File: config.mk
export PLATFORM = sky130hd
export DESIGN_NAME = run_length_mask_boundary_tracer_core_flat
export DESIGN_NICKNAME = d
export VERILOG_FILES = /design/src/rtl/rlmbt_pkg.sv /design/src/rtl/rlm_run_if.sv /design/src/rtl/rlm_bnd_if.sv /design/src/rtl/rlm_cfg_if.sv /design/src/rtl/run_length_mask_boundary_tracer_core.sv /design/src/rtl/rlmbt_front.sv /design/src/rtl/rlmbt_back.sv /design/src/flat_wrapper.sv
export SDC_FILE = /design/constraint.sdc
export NUM_CORES = 2
export LEC_CHECK = 0
export ABC_AREA = 1
export BUFFER_PORTS_ARGS = -buffer_cell sky130_fd_sc_hd__clkbuf_2
export CAP_MARGIN = 30
export CORE_ASPECT_RATIO = 1.75
export CORE_UTILIZATION = 45
export CTS_CLUSTER_DIAMETER = 60
export DETAILED_ROUTE_END_ITERATION = 10
export GPL_ROUTABILITY_DRIVEN = 1
export PLACE_DENSITY_LB_ADDON = 0.2
export SYNTH_ARGS = -nofsm -noshare
export SYNTH_HDL_FRONTEND = slang
export SYNTH_SLANG_ARGS = --single-unit
File: constraint.sdc
create_clock -name clk -period 39.2 [get_ports clk]
set_input_delay 7.84 -clock clk [delete_from_list [all_inputs] [get_ports clk]]
set_output_delay 7.84 -clock clk [all_outputs]
set_load 0.03 [all_outputs]
File: src/rtl/rlmbt_pkg.sv
package rlmbt_pkg;

  localparam int MAX_FRAME_WIDTH_DEF = 512;
  localparam int ROW_COORD_BITS_DEF  = 12;
  localparam int WORD_BITS           = 64;

  // configuration register indexes
  typedef enum logic [0:0] {
    CFG_INNER_MODE  = 1'b0,
    CFG_FRAME_WIDTH = 1'b1
  } cfg_idx_t;

  // back-end sequencer states
  typedef enum logic [2:0] {
    ST_IDLE,
    ST_CLOSE,
    ST_SHIFT,
    ST_RENDER,
    ST_FLUSH
  } back_state_t;

  // bits of the global inclusive range s..e that fall in the word starting at lo
  function automatic logic [WORD_BITS-1:0] span_bits(input logic [31:0] lo,
                                                     input logic [31:0] s,
                                                     input logic [31:0] e);
    logic [WORD_BITS-1:0] m_hi;
    logic [WORD_BITS-1:0] m_lo;
    if (s > e || e < lo || s > lo + 32'd63) begin
      return '0;
    end
    m_hi = (e >= lo + 32'd63) ? '1 : ({WORD_BITS{1'b1}} >> 6'(lo + 32'd63 - e));
    m_lo = (s <= lo) ? '1 : ({WORD_BITS{1'b1}} << 6'(s - lo));
    return m_hi & m_lo;
  endfunction

endpackage

File: src/rtl/rlm_run_if.sv
interface rlm_run_if #(
  parameter int XW = 9,
  parameter int RW = 12
);
  logic          valid;
  logic          ready;
  logic [RW-1:0] run_row;
  logic [XW-1:0] run_left_x;
  logic [XW-1:0] run_right_x;
  logic          last_run;

  modport source(output valid, output run_row, output run_left_x, output run_right_x,
                 output last_run, input ready);
  modport sink(input valid, input run_row, input run_left_x, input run_right_x,
               input last_run, output ready);
endinterface

File: src/rtl/rlm_bnd_if.sv
interface rlm_bnd_if #(
  parameter int RW  = 12,
  parameter int FWW = 10
);
  logic                 valid;
  logic                 ready;
  logic signed [RW+1:0] out_row;
  logic signed [FWW-1:0] word_base_x;
  logic [63:0]          boundary_mask;
  logic                 end_of_region;

  modport source(output valid, output out_row, output word_base_x, output boundary_mask,
                 output end_of_region, input ready);
  modport sink(input valid, input out_row, input word_base_x, input boundary_mask,
               input end_of_region, output ready);
endinterface

File: src/rtl/rlm_cfg_if.sv
interface rlm_cfg_if #(
  parameter int DW = 10
);
  logic          valid;
  logic          ready;
  logic [0:0]    index;
  logic [DW-1:0] data;

  modport source(output valid, output index, output data, input ready);
  modport sink(input valid, input index, input data, output ready);
endinterface

File: src/rtl/run_length_mask_boundary_tracer_core.sv
// Run-length mask boundary tracer.
// run (sink): one interval per beat, rows non-decreasing; last_run closes the region.
// bnd (source): 64-bit boundary words with their row and the column of bit 0;
//   end_of_region marks the final beat of a region (an empty word if none was found).
// cfg (sink): register writes, index 0 = inner_mode, 1 = pixel width; always ready.
//   Write only while the block is idle.
// Flow: a beat passes a two-entry queue into the back-end sequencer. An interval
//   on the current row passes the take, render and flush steps. Each closed row
//   steps through one word of the three rotating row stores per cycle unless the
//   output stalls, then does a row shift; an advance closes up to 3 rows and
//   last_run closes 3. A found word is held until the next word is found or the beat's flush.
// Reset (rst, synchronous) empties the queue and output register, closes any open
//   region and restores inner_mode = 1 and the pixel width to MAX_FRAME_WIDTH.
// A stalled receiver holds the output register; the sequencer stops at the next
//   word that needs to go out, and the queue then fills and drops run.ready.
module run_length_mask_boundary_tracer_core #(
  parameter int MAX_FRAME_WIDTH = rlmbt_pkg::MAX_FRAME_WIDTH_DEF,
  parameter int ROW_COORD_BITS  = rlmbt_pkg::ROW_COORD_BITS_DEF
) (
  input logic     clk,
  input logic     rst,
  rlm_run_if.sink run,
  rlm_bnd_if.source bnd,
  rlm_cfg_if.sink cfg
);
  import rlmbt_pkg::*;

  localparam int XW  = $clog2(MAX_FRAME_WIDTH);
  localparam int FWW = XW + 1;
  localparam int NW  = (MAX_FRAME_WIDTH + 2 + WORD_BITS - 1) / WORD_BITS;
  localparam int RW  = ROW_COORD_BITS;

  logic           inner_mode;
  logic [FWW-1:0] pix_width;
  logic [FWW-1:0] fw_eff;

  logic           q_valid;
  logic           q_ready;
  logic [RW-1:0]  q_row;
  logic [FWW-1:0] q_s;
  logic [FWW-1:0] q_e;
  logic           q_has;
  logic           q_last;

  assign cfg.ready = 1'b1;

  // take register writes
  always_ff @(posedge clk) begin
    if (rst) begin
      inner_mode <= 1'b1;
      pix_width  <= FWW'(MAX_FRAME_WIDTH);
    end else if (cfg.valid) begin
      case (cfg_idx_t'(cfg.index))
        CFG_INNER_MODE:  inner_mode <= cfg.data[0];
        CFG_FRAME_WIDTH: pix_width  <= cfg.data;
        default: ;
      endcase
    end
  end

  // saturate width to the store size
  assign fw_eff = (pix_width > FWW'(MAX_FRAME_WIDTH)) ? FWW'(MAX_FRAME_WIDTH) : pix_width;

  rlmbt_front #(
    .XW (XW),
    .RW (RW),
    .FWW(FWW)
  ) u_front (
    .clk    (clk),
    .rst    (rst),
    .fw     (fw_eff),
    .run    (run),
    .q_valid(q_valid),
    .q_ready(q_ready),
    .q_row  (q_row),
    .q_s    (q_s),
    .q_e    (q_e),
    .q_has  (q_has),
    .q_last (q_last)
  );

  rlmbt_back #(
    .NW (NW),
    .RW (RW),
    .FWW(FWW)
  ) u_back (
    .clk       (clk),
    .rst       (rst),
    .inner_mode(inner_mode),
    .fw        (fw_eff),
    .q_valid   (q_valid),
    .q_ready   (q_ready),
    .q_row     (q_row),
    .q_s       (q_s),
    .q_e       (q_e),
    .q_has     (q_has),
    .q_last    (q_last),
    .bnd       (bnd)
  );

endmodule

File: src/rtl/rlmbt_front.sv
module rlmbt_front #(
  parameter int XW  = 9,
  parameter int RW  = 12,
  parameter int FWW = 10
) (
  input  logic           clk,
  input  logic           rst,
  input  logic [FWW-1:0] fw,
  rlm_run_if.sink        run,
  output logic           q_valid,
  input  logic           q_ready,
  output logic [RW-1:0]  q_row,
  output logic [FWW-1:0] q_s,
  output logic [FWW-1:0] q_e,
  output logic           q_has,
  output logic           q_last
);
  import rlmbt_pkg::*;

  logic [RW-1:0]  ent_row  [2];
  logic [FWW-1:0] ent_s    [2];
  logic [FWW-1:0] ent_e    [2];
  logic           ent_has  [2];
  logic           ent_last [2];
  logic           wp;
  logic           rp;
  logic [1:0]     count;

  logic [FWW-1:0] lx;
  logic [FWW-1:0] rx;
  logic [FWW-1:0] hi;
  logic           has;
  logic           push;
  logic           pop;

  // clip the interval to the frame
  always_comb begin
    lx  = FWW'(run.run_left_x);
    rx  = FWW'(run.run_right_x);
    hi  = (fw == '0) ? '0 : ((rx < fw - 1'b1) ? rx : fw - 1'b1);
    has = (fw != '0) && (lx < fw) && (lx <= hi);
  end

  assign run.ready = (count != 2'd2);
  assign push      = run.valid && run.ready;
  assign q_valid   = (count != 2'd0);
  assign pop       = q_valid && q_ready;
  assign q_row     = ent_row[rp];
  assign q_s       = ent_s[rp];
  assign q_e       = ent_e[rp];
  assign q_has     = ent_has[rp];
  assign q_last    = ent_last[rp];

  // hold classified beats until the back end takes them
  always_ff @(posedge clk) begin
    if (rst) begin
      wp    <= 1'b0;
      rp    <= 1'b0;
      count <= 2'd0;
    end else begin
      if (push) begin
        ent_row[wp]  <= run.run_row;
        ent_s[wp]    <= lx + 1'b1;
        ent_e[wp]    <= hi + 1'b1;
        ent_has[wp]  <= has;
        ent_last[wp] <= run.last_run;
        wp           <= ~wp;
      end
      if (pop) begin
        rp <= ~rp;
      end
      count <= count + 2'(push) - 2'(pop);
    end
  end

`ifndef SYNTHESIS
  a_no_overflow: assert property (@(posedge clk) disable iff (rst)
    count == 2'd2 |-> !push) else $error("queue overflow");
  a_count_range: assert property (@(posedge clk) disable iff (rst)
    count != 2'd3) else $error("queue count out of range");
  a_count_step: assert property (@(posedge clk) disable iff (rst)
    push && !pop |=> count == $past(count) + 2'd1) else $error("queue count lost a beat");
`endif

endmodule

File: src/rtl/rlmbt_back.sv
module rlmbt_back #(
  parameter int NW  = 9,
  parameter int RW  = 12,
  parameter int FWW = 10
) (
  input  logic           clk,
  input  logic           rst,
  input  logic           inner_mode,
  input  logic [FWW-1:0] fw,
  input  logic           q_valid,
  output logic           q_ready,
  input  logic [RW-1:0]  q_row,
  input  logic [FWW-1:0] q_s,
  input  logic [FWW-1:0] q_e,
  input  logic           q_has,
  input  logic           q_last,
  rlm_bnd_if.source      bnd
);
  import rlmbt_pkg::*;

  localparam int KW  = (NW > 1) ? $clog2(NW) : 1;
  localparam int NXT = (NW > 1) ? 1 : 0;
  localparam int YW  = RW + 2;

  back_state_t state, state_next;

  logic [63:0] above   [NW];
  logic [63:0] middle  [NW];
  logic [63:0] loading [NW];

  logic [RW-1:0]  ly;
  logic [RW:0]    fin;
  logic           open;
  logic [RW-1:0]  c_row;
  logic [FWW-1:0] c_s;
  logic [FWW-1:0] c_e;
  logic           c_has;
  logic           c_last;
  logic           closing_last;
  logic [1:0]     rows_left;
  logic [YW-1:0]  y;
  logic [KW-1:0]  k;
  logic [63:0]    prev;

  logic            pend_valid;
  logic [YW-1:0]   pend_row;
  logic [FWW-1:0]  pend_base;
  logic [63:0]     pend_mask;
  logic            out_valid;

  logic [63:0]   fm0, fm1, a, m, b, mn, left, right, w;
  logic          w_nz, push_ok, stall, adv, last_word, need_push, flush_done, load_out;
  logic [RW-1:0] steps;
  logic [1:0]    cnt;

  // boundary word at the head of the rotating stores
  always_comb begin
    fm0   = span_bits(32'(k) << 6, 32'd1, 32'(fw));
    fm1   = span_bits((32'(k) + 32'd1) << 6, 32'd1, 32'(fw));
    a     = above[0] & fm0;
    m     = middle[0] & fm0;
    b     = loading[0] & fm0;
    mn    = (32'(k) + 32'd1 < 32'(NW)) ? (middle[NXT] & fm1) : '0;
    left  = (m << 1) | (prev >> 63);
    right = (m >> 1) | (mn << 63);
    w     = inner_mode ? (m & ~(left & right & a & b)) : (~m & (left | right | a | b));
    w_nz  = (w != '0);
  end

  always_comb begin
    push_ok    = !out_valid || bnd.ready;
    stall      = w_nz && pend_valid && !push_ok;
    adv        = !stall;
    last_word  = (32'(k) == 32'(NW - 1));
    need_push  = pend_valid || c_last;
    flush_done = !need_push || push_ok;
    load_out   = ((state == ST_CLOSE) && adv && w_nz && pend_valid) ||
                 ((state == ST_FLUSH) && flush_done && need_push);
    steps      = q_row - ly;
    cnt        = (steps >= RW'(3)) ? 2'd3 : steps[1:0];
  end

  // next state
  always_comb begin
    state_next = state;
    case (state)
      ST_IDLE: begin
        if (q_valid) begin
          state_next = (open && q_row > ly) ? ST_CLOSE : ST_RENDER;
        end
      end
      ST_CLOSE: begin
        if (adv && last_word) begin
          state_next = ST_SHIFT;
        end
      end
      ST_SHIFT: begin
        if (rows_left == 2'd1) begin
          state_next = closing_last ? ST_FLUSH : ST_RENDER;
        end else begin
          state_next = ST_CLOSE;
        end
      end
      ST_RENDER: state_next = c_last ? ST_CLOSE : ST_FLUSH;
      ST_FLUSH: begin
        if (flush_done) begin
          state_next = ST_IDLE;
        end
      end
      default: state_next = ST_IDLE;
    endcase
  end

  // outputs
  always_comb begin
    q_ready = (state == ST_IDLE);
  end

  assign bnd.valid = out_valid;

  always_ff @(posedge clk) begin
    if (rst) begin
      state <= ST_IDLE;
    end else begin
      state <= state_next;
    end
  end

  // datapath and stores
  always_ff @(posedge clk) begin
    if (rst) begin
      open       <= 1'b0;
      ly         <= '0;
      fin        <= '0;
      k          <= '0;
      pend_valid <= 1'b0;
      out_valid  <= 1'b0;
    end else begin
      if (out_valid && bnd.ready && !load_out) begin
        out_valid <= 1'b0;
      end
      case (state)
        ST_IDLE: begin
          if (q_valid) begin
            c_row        <= q_row;
            c_s          <= q_s;
            c_e          <= q_e;
            c_has        <= q_has;
            c_last       <= q_last;
            closing_last <= 1'b0;
            k            <= '0;
            prev         <= '0;
            y            <= YW'(ly) - 1'b1;
            rows_left    <= cnt;
            if (!open) begin
              for (int i = 0; i < NW; i++) begin
                above[i]   <= '0;
                middle[i]  <= '0;
                loading[i] <= '0;
              end
              ly   <= q_row;
              fin  <= (RW+1)'(q_row);
              open <= 1'b1;
            end
          end
        end
        ST_CLOSE: begin
          if (adv) begin
            if (w_nz) begin
              if (pend_valid) begin
                out_valid         <= 1'b1;
                bnd.out_row       <= pend_row;
                bnd.word_base_x   <= pend_base;
                bnd.boundary_mask <= pend_mask;
                bnd.end_of_region <= 1'b0;
              end
              pend_valid <= 1'b1;
              pend_row   <= y;
              pend_base  <= FWW'((32'(k) << 6) - 32'd1);
              pend_mask  <= w;
            end
            // rotate one word toward the head
            for (int i = 0; i < NW; i++) begin
              above[i]   <= above[(i + 1) % NW];
              middle[i]  <= middle[(i + 1) % NW];
              loading[i] <= loading[(i + 1) % NW];
            end
            prev <= m;
            k    <= last_word ? '0 : k + 1'b1;
          end
        end
        ST_SHIFT: begin
          for (int i = 0; i < NW; i++) begin
            above[i]   <= middle[i];
            middle[i]  <= loading[i];
            loading[i] <= '0;
          end
          fin       <= (RW+1)'(y + 1'b1);
          y         <= y + 1'b1;
          rows_left <= rows_left - 1'b1;
          prev      <= '0;
          if (rows_left == 2'd1 && !closing_last) begin
            ly <= c_row;
          end
        end
        ST_RENDER: begin
          if (c_row == ly && c_has) begin
            for (int i = 0; i < NW; i++) begin
              loading[i] <= loading[i] | span_bits(32'(i) << 6, 32'(c_s), 32'(c_e));
            end
          end
          if (c_last) begin
            closing_last <= 1'b1;
            rows_left    <= 2'd3;
            y            <= YW'(ly) - 1'b1;
          end
        end
        ST_FLUSH: begin
          if (flush_done) begin
            if (need_push) begin
              out_valid         <= 1'b1;
              bnd.end_of_region <= c_last;
              if (pend_valid) begin
                bnd.out_row       <= pend_row;
                bnd.word_base_x   <= pend_base;
                bnd.boundary_mask <= pend_mask;
              end else begin
                bnd.out_row       <= YW'(fin) - 1'b1;
                bnd.word_base_x   <= '1;
                bnd.boundary_mask <= '0;
              end
            end
            pend_valid <= 1'b0;
            if (c_last) begin
              for (int i = 0; i < NW; i++) begin
                above[i]   <= '0;
                middle[i]  <= '0;
                loading[i] <= '0;
              end
              ly   <= '0;
              fin  <= '0;
              open <= 1'b0;
            end
          end
        end
        default: ;
      endcase
    end
  end

`ifndef SYNTHESIS
  a_rows_range: assert property (@(posedge clk) disable iff (rst)
    state == ST_CLOSE |-> rows_left != 2'd0) else $error("close pass with no rows left");
  a_word_range: assert property (@(posedge clk) disable iff (rst)
    32'(k) < 32'(NW)) else $error("word counter out of range");
  a_region_closed: assert property (@(posedge clk) disable iff (rst)
    state == ST_FLUSH && flush_done && c_last |=> !open && !pend_valid)
    else $error("region left open after last beat");
  a_end_beat: assert property (@(posedge clk) disable iff (rst)
    state == ST_FLUSH && flush_done && c_last |=> out_valid && bnd.end_of_region)
    else $error("end mark missing");
`endif

endmodule
File: src/flat_wrapper.sv
// flat-port wrapper written by rule: the top's interface ports become plain ports
module run_length_mask_boundary_tracer_core_flat import rlmbt_pkg::*;
#(
  parameter int MAX_FRAME_WIDTH = rlmbt_pkg::MAX_FRAME_WIDTH_DEF,
  parameter int ROW_COORD_BITS  = rlmbt_pkg::ROW_COORD_BITS_DEF
)
  (clk, rst, run_valid, run_run_row, run_run_left_x, run_run_right_x, run_last_run, run_ready, bnd_valid, bnd_out_row, bnd_word_base_x, bnd_boundary_mask, bnd_end_of_region, bnd_ready, cfg_valid, cfg_index, cfg_data, cfg_ready);
  rlm_run_if run_i ();
  rlm_bnd_if bnd_i ();
  rlm_cfg_if cfg_i ();
  input logic clk;
  input logic rst;
  input wire logic [$bits(run_i.valid)-1:0] run_valid;
  input wire logic [$bits(run_i.run_row)-1:0] run_run_row;
  input wire logic [$bits(run_i.run_left_x)-1:0] run_run_left_x;
  input wire logic [$bits(run_i.run_right_x)-1:0] run_run_right_x;
  input wire logic [$bits(run_i.last_run)-1:0] run_last_run;
  output wire logic [$bits(run_i.ready)-1:0] run_ready;
  output wire logic [$bits(bnd_i.valid)-1:0] bnd_valid;
  output wire logic [$bits(bnd_i.out_row)-1:0] bnd_out_row;
  output wire logic [$bits(bnd_i.word_base_x)-1:0] bnd_word_base_x;
  output wire logic [$bits(bnd_i.boundary_mask)-1:0] bnd_boundary_mask;
  output wire logic [$bits(bnd_i.end_of_region)-1:0] bnd_end_of_region;
  input wire logic [$bits(bnd_i.ready)-1:0] bnd_ready;
  input wire logic [$bits(cfg_i.valid)-1:0] cfg_valid;
  input wire logic [$bits(cfg_i.index)-1:0] cfg_index;
  input wire logic [$bits(cfg_i.data)-1:0] cfg_data;
  output wire logic [$bits(cfg_i.ready)-1:0] cfg_ready;
  assign run_i.valid = run_valid;
  assign run_i.run_row = run_run_row;
  assign run_i.run_left_x = run_run_left_x;
  assign run_i.run_right_x = run_run_right_x;
  assign run_i.last_run = run_last_run;
  assign run_ready = run_i.ready;
  assign bnd_valid = bnd_i.valid;
  assign bnd_out_row = bnd_i.out_row;
  assign bnd_word_base_x = bnd_i.word_base_x;
  assign bnd_boundary_mask = bnd_i.boundary_mask;
  assign bnd_end_of_region = bnd_i.end_of_region;
  assign bnd_i.ready = bnd_ready;
  assign cfg_i.valid = cfg_valid;
  assign cfg_i.index = cfg_index;
  assign cfg_i.data = cfg_data;
  assign cfg_ready = cfg_i.ready;
  run_length_mask_boundary_tracer_core #(.MAX_FRAME_WIDTH(MAX_FRAME_WIDTH), .ROW_COORD_BITS(ROW_COORD_BITS)) u_core (.clk(clk), .rst(rst), .run(run_i), .bnd(bnd_i), .cfg(cfg_i));
endmodule
; ---- Word level (Yosys, flattened, before mapping)
; Memory sizes are Yosys's and may differ from the RTL's. A register that Yosys moved wholly into a read port is not among the register bits.
; Index checks and enable logic that the tools add are counted.
[op_classes]
addsub = 36
magnitude_cmp = 52
n_eq_ne = 19
shifts = 22
n_mux = 308
n_bitwise = 131
reduce_logical = 74
[ops]
columns = op, count
row1 = 64-bit two-way mux, 166
row2 = 64-bit bitwise AND, 18
row3 = 64-bit bitwise OR, 12
row4 = 64-bit by 6-bit << shifter with 64-bit output (first input constant), 10
row5 = 64-bit by 6-bit >> shifter with 64-bit output (first input constant), 10
row6 = 64-bit one-hot mux with 3 select lines, 1
row7 = 64-bit NOT, 2
row8 = 64-bit one-hot mux with 2 select lines, 1
row9 = 14-bit two-way mux, 8
row10 = 10-bit two-way mux, 9
row11 = 1-bit bitwise OR, 90
row12 = 1-bit two-way mux, 88
row13 = 63-bit by 64-bit bitwise OR with 64-bit output, 1
row14 = 64-bit by 1-bit bitwise OR with 64-bit output, 1
row15 = 64-bit nonzero test, 1
row16 = 64-bit by 6-bit << shifter with 1-bit output (first input constant), 1
row17 = 64-bit by 6-bit >> shifter with 1-bit output (first input constant), 1
row18 = 12-bit two-way mux, 5
row19 = 6-bit subtractor (first input constant), 9
row20 = 13-bit two-way mux, 4
row21 = 6-bit by 1-bit subtractor with 6-bit output (second input constant), 8
row22 = 14-bit one-hot mux with 3 select lines, 1
row23 = 10-bit by 9-bit greater-or-equal comparator with 1-bit output (second input constant), 4
row24 = 10-bit by 9-bit greater-than comparator with 1-bit output (second input constant), 4
row25 = other kinds (83), 187
[totals]
ff_bits = 320
mem_bits_rw = 1796
out_inout_bits = 92
elab_cells = 674
mem_count = 8
[memory_table]
columns = memory, words, width, rd, rd_clocked_by_memory_dff, wr, line_no
row1 = u_core.u_back.above, 9, 64, 9, 0, 9, rlmbt_back.sv:27  ; logic [63:0] above [NW];
row2 = u_core.u_back.loading, 9, 64, 9, 0, 9, rlmbt_back.sv:29  ; logic [63:0] loading [NW];
row3 = u_core.u_back.middle, 9, 64, 9, 0, 9, rlmbt_back.sv:28  ; logic [63:0] middle [NW];
row4 = u_core.u_front.ent_row, 2, 12, 1, 1, 1, rlmbt_front.sv:20  ; logic [RW-1:0] ent_row [2];
row5 = u_core.u_front.ent_e, 2, 10, 1, 1, 1, rlmbt_front.sv:22  ; logic [FWW-1:0] ent_e [2];
row6 = u_core.u_front.ent_s, 2, 10, 1, 1, 1, rlmbt_front.sv:21  ; logic [FWW-1:0] ent_s [2];
row7 = 2 more memories, --, --, --, --, --, --

; ---- Depth between registers and ports, before layout
[depth]
word_depth = 31
mapped_depth = 35

; ---- By module
; A second synthesis with hierarchy kept.
[hier_totals]
cells_unflattened = 10520
hier_area_um2 = 101687.5
[modules_own_cells]
columns = module, n_inst, cells_per_inst, area_per_inst_um2
row1 = rlmbt_back, 1, 10095, 97164.4
row2 = rlmbt_front, 1, 354, 4020.1
row3 = run_length_mask_boundary_tracer_core, 1, 71, 503.0

; ---- Worst setup path after synthesis
; Ideal clock, no wire load.
[synth_timing]
kind = input-to-reg
startpoint = in rst
endpoint = mem u_core.u_back.above[0][0], enable pin
t_arrival_ps = 33658
required_ps = 37611
setup_slack_ps = 3953
stages = 3
path_buffers = 0
cell_sequence = nor2_1 -> a221oi_1 -> nand2_1
[synth_rtl]
columns = item, line_no
row1 = start: declaration, flat_wrapper.sv:12  ; input logic rst;
row2 = end: declaration, rlmbt_back.sv:27

==> impl_metrics.ini <==
[status]
status = complete, but fails checks
failed_checks = DRC

[floorplan]
chipWidth_um = 378
io_pins = 139
dieArea_um2 = 250000
initial_core_util_pct = 45.3
std_cell_rows = 241
coreArea_um2 = 246000
fp.dieH_um = 660

[power]
power_frac_clock_pct = 20.1
ir_worst_vdd_mv = 0.0608
p_int_mw = 5.80
p_comb_share_pct = 37.6
power_density_nw_per_um2 = 81.9
power_frac_seq_pct = 42.3
sw_frac_of_total_pct = 41.5
power.switching_mw = 4.11
leakagePower_nw = 47.4

[clocking]
postCtsSetupRepairBufs = 0
cts_hold_buf = 0
cts_sinks = 2064
numCtsBuffers = 199
clock-root-buffer = clkbuf_16
cts_tree = built
cts_max_path_buffers = 4
clkSlewWorstSetupHoldPaths_ps = 60
clk_latency_ps = 920
htree_levels = 4
cts_resized = 0

[placed_design]
place_inst = 13300
io_buffer_count = 131
gp_congestion = 1.01
dpl.hpwl_um = 230000

[synthesis]
syn_area_um2 = 111000
synthTopCellsByArea = edfxtp_1 54%, o22ai_2 12%, inv_1 7.0%
yosysWarnings = 0
synth.top_cell.area_share_pct = 54.3
synth.most_common_cell = inv_1
synth.avg_cell_area_um2 = 10.7
synth.distinct_cells = 59
synth_commonest_cells = 2078 x inv_1, 2013 x edfxtp_1, 1108 x o22ai_2
synth_top_area_cell = edfxtp_1
synth_flop_cell = edfxtp_1
synth-seq-area-share_pct = 55.2
async_flop_share_pct = 0
ys_ff_latch = 2064
syn_inst = 10400
synth_edf_count = 2013

[routing]
drt_first_iter_violations = 8652
wl_met1_um = 133000
drc = 2
wl_per_cell_um = 26.5
dr.pass1.iters = 11
wl_um = 364000
num_vias = 80900
top_layer_used = met5
wl_met2_um = 171000
final_antenna_net_count = 0
via_per_inst = 5.90
wl_met3_um = 28300

[critical_path]
crit_required_ps = 39660
worst_path_dominant_cell_family = buffers and inverters
cp_slowest_cell = buf_4
crit_top_cell = buf_4
cp_cell_sequence = clkbuf_2 -> inv_1 -> o211ai_1 -> a21oi_1 -> nand4_1 -> nor4_2 -> buf_4 -> inv_2 -> buf_4 -> nand3_4 -> buf_4 -> buf_12 -> buf_4
startpoint_type = primary input
cp.arrival_ps = 13660
critPathKind = in2reg
critPathMaxFanout = 151
crit_buf_inv = 8
crit_path_max_incr_delay_ps = 830
critPathCaptureType = flop

[global_routing]
grt_usage_pct = 28.6
grt_pass1_wl_um = 529000
antenna_found_initial = 19
grt_pass1_vias = 79400
overflow = 0
grt_max_degree = 175

[sta]
slew_headroom_pct = 20.1
period_share_pct = 33.7
clock_skew_ps = 94.4
rsz0062_at_grt = no
fin_tns_setup_ps = 0
period_needed_ps = 13200
whs_ps = 459
setup_viol = 0
worst_pin_slew_ps = 1200
fmaxAchievable_mhz = 75.7
slew_violations = 0
report.final.hold_viol_count = 0

[cells_and_area]
final_layout_size_suffix_gt1_share_pct = 22.8
syn2layout_area_growth_pct = 8.68
final_nets = 10400
final_cells = 13700

[flow_run]
cap_violations = 0

[hold_path]
holdCritPathClass = reg2reg
sequential cells by signal, indices dropped and copies added, names as in the netlist, 3 cells and up, named ones only:
name	cells
u_core.u_back.pend_mask	64
u_core.u_back.bnd.word_base_x	4
u_core.u_front.ent_e	20
u_core.u_back.bnd.boundary_mask	64
u_core.u_back.c_row	12
u_core.u_back.k	4
u_core.pix_width	10
u_core.u_back.above	576
u_core.u_front.ent_s	20
u_core.u_back.pend_base	4
u_core.u_back.c_e	10
u_core.u_back.fin	13
u_core.u_back.state	3
u_core.u_back.bnd.out_row	14
u_core.u_back.loading	576
u_core.u_back.pend_row	14
u_core.u_back.y	14
u_core.u_back.middle	576
u_core.u_back.c_s	10
u_core.u_front.ent_row	24
u_core.u_back.ly	12
path summary, 6_finish.rpt:
check | startpoint | end | slack, ps | cells past startpoint
worst min register to register | u_core.u_back.y[5]$_DFFE_PP_ | u_core.u_back.pend_row[5]$_DFFE_PP_ | 460 | 0
worst max register to register | u_core.pix_width[5]$_SDFFE_PP0P_ | u_core.u_back.middle[0][387]$_SDFFCE_PP0P_ | 29210 | 32
worst min-delay path | u_core.u_back.y[5]$_DFFE_PP_ | u_core.u_back.pend_row[5]$_DFFE_PP_ | 460 | 0
worst max-delay path | rst | u_core.u_back.loading[0][203]$_SDFFCE_PP0P_ | 26000 | 13
area by class of cell:
cell class / count / area (um2)
Clock buffer: 234 / 5200
Timing Repair Buffer: 335 / 2870
Tap cell: 3280 / 4100
Fill cell: 22300 / 125000
Multi-Input combinational cell: 5555 / 38200
Sequential cell: 2064 / 61500
Clock inverter: 120 / 1230
Antenna cell: 8 / 20.0
Inverter: 2120 / 7980
worst reg2reg max path: cells and delay by family, from the launching register on:
| family | cells | cell delay [ps] |
|---|---|---|
| compound gates | 3 | 950 |
| fa+ha+maj | 1 | 200 |
| buf+inv | 10 | 4620 |
| flops | 1 | 440 |
| simple gates | 18 | 3430 |
metal layers:
layer | global-route usage (%) | up-vias
met3 | 4.63 | 1132
met2 | 46.3 | 3720
met4 | 21.3 | 14
met5 | 0 | -
li1 | - | 36100
met1 | 34.1 | 40000
cells in the final DEF, fill, tap and decap left out, types with 7 or more instances in the layout:
cell	n
xnor2_1	10
clkinv_2	40
nand3b_1	8
or2_2	10
buf_6	7
buf_16	22
o211ai_1	23
inv_2	23
bufinv_16	24
nand3_2	73
o21bai_1	31
buf_12	17
nor2_4	10
buf_4	156
conb_1	7
clkbuf_16	203
o21ai_0	723
o22ai_2	1108
xor2_1	37
clkbuf_1	31
inv_1	2068
nand3_1	237
a21oi_1	104
edfxtp_1	2013
ha_1	71
o22ai_1	540
nand4_1	32
clkinv_1	62
dfxtp_1	51
o21ai_1	49
diode_2	8
clkinvlp_4	11
nor2_1	860
clkbuf_2	131
nand2_1	962
a31oi_1	61
nor3_1	30
o21ai_2	491
a221oi_1	13
cells by family after synthesis:
kind of cell / Yosys count / synth area share, %
AO/OA/AOI/OAI: 3167 / 24.3
AND/OR/NAND/NOR: 2258 / 8.55
adder cells (fa/ha/maj): 72 / 0.816
XOR/XNOR: 47 / 0.370
buffers and inverters: 2773 / 10.8
flip-flops: 2064 / 55.2
other: 1 / 0.00337
multiplexers: 4 / 0.0360
power by group through the flow:
stage | Sequential (mW) | Combinational, mW | Clock, mW
2_1_floorplan | 5.06 | 2.44 | 0
3_3_place_gp | 4.20 | 3.55 | 0
3_5_place_dp | 4.22 | 3.63 | 0
4_1_cts | 4.19 | 3.65 | 2.02
5_1_grt | 4.28 | 3.97 | 2.09
6_report | 4.19 | 3.72 | 1.99
stage by stage:
step	power [mW]	instance area, um2	worst slack [ps]	utilization (%)
after global placement	7.75	114000	25350	46.2
after detailed placement	7.86	114000	25440	46.4
after floorplan	7.50	111000	3950	-
final	9.91	121000	26000	49.2
after global routing	10.3	121000	25920	49.2
after CTS	9.86	121000	26300	49.0
Note: power is estimated with default switching activity, not from simulation.
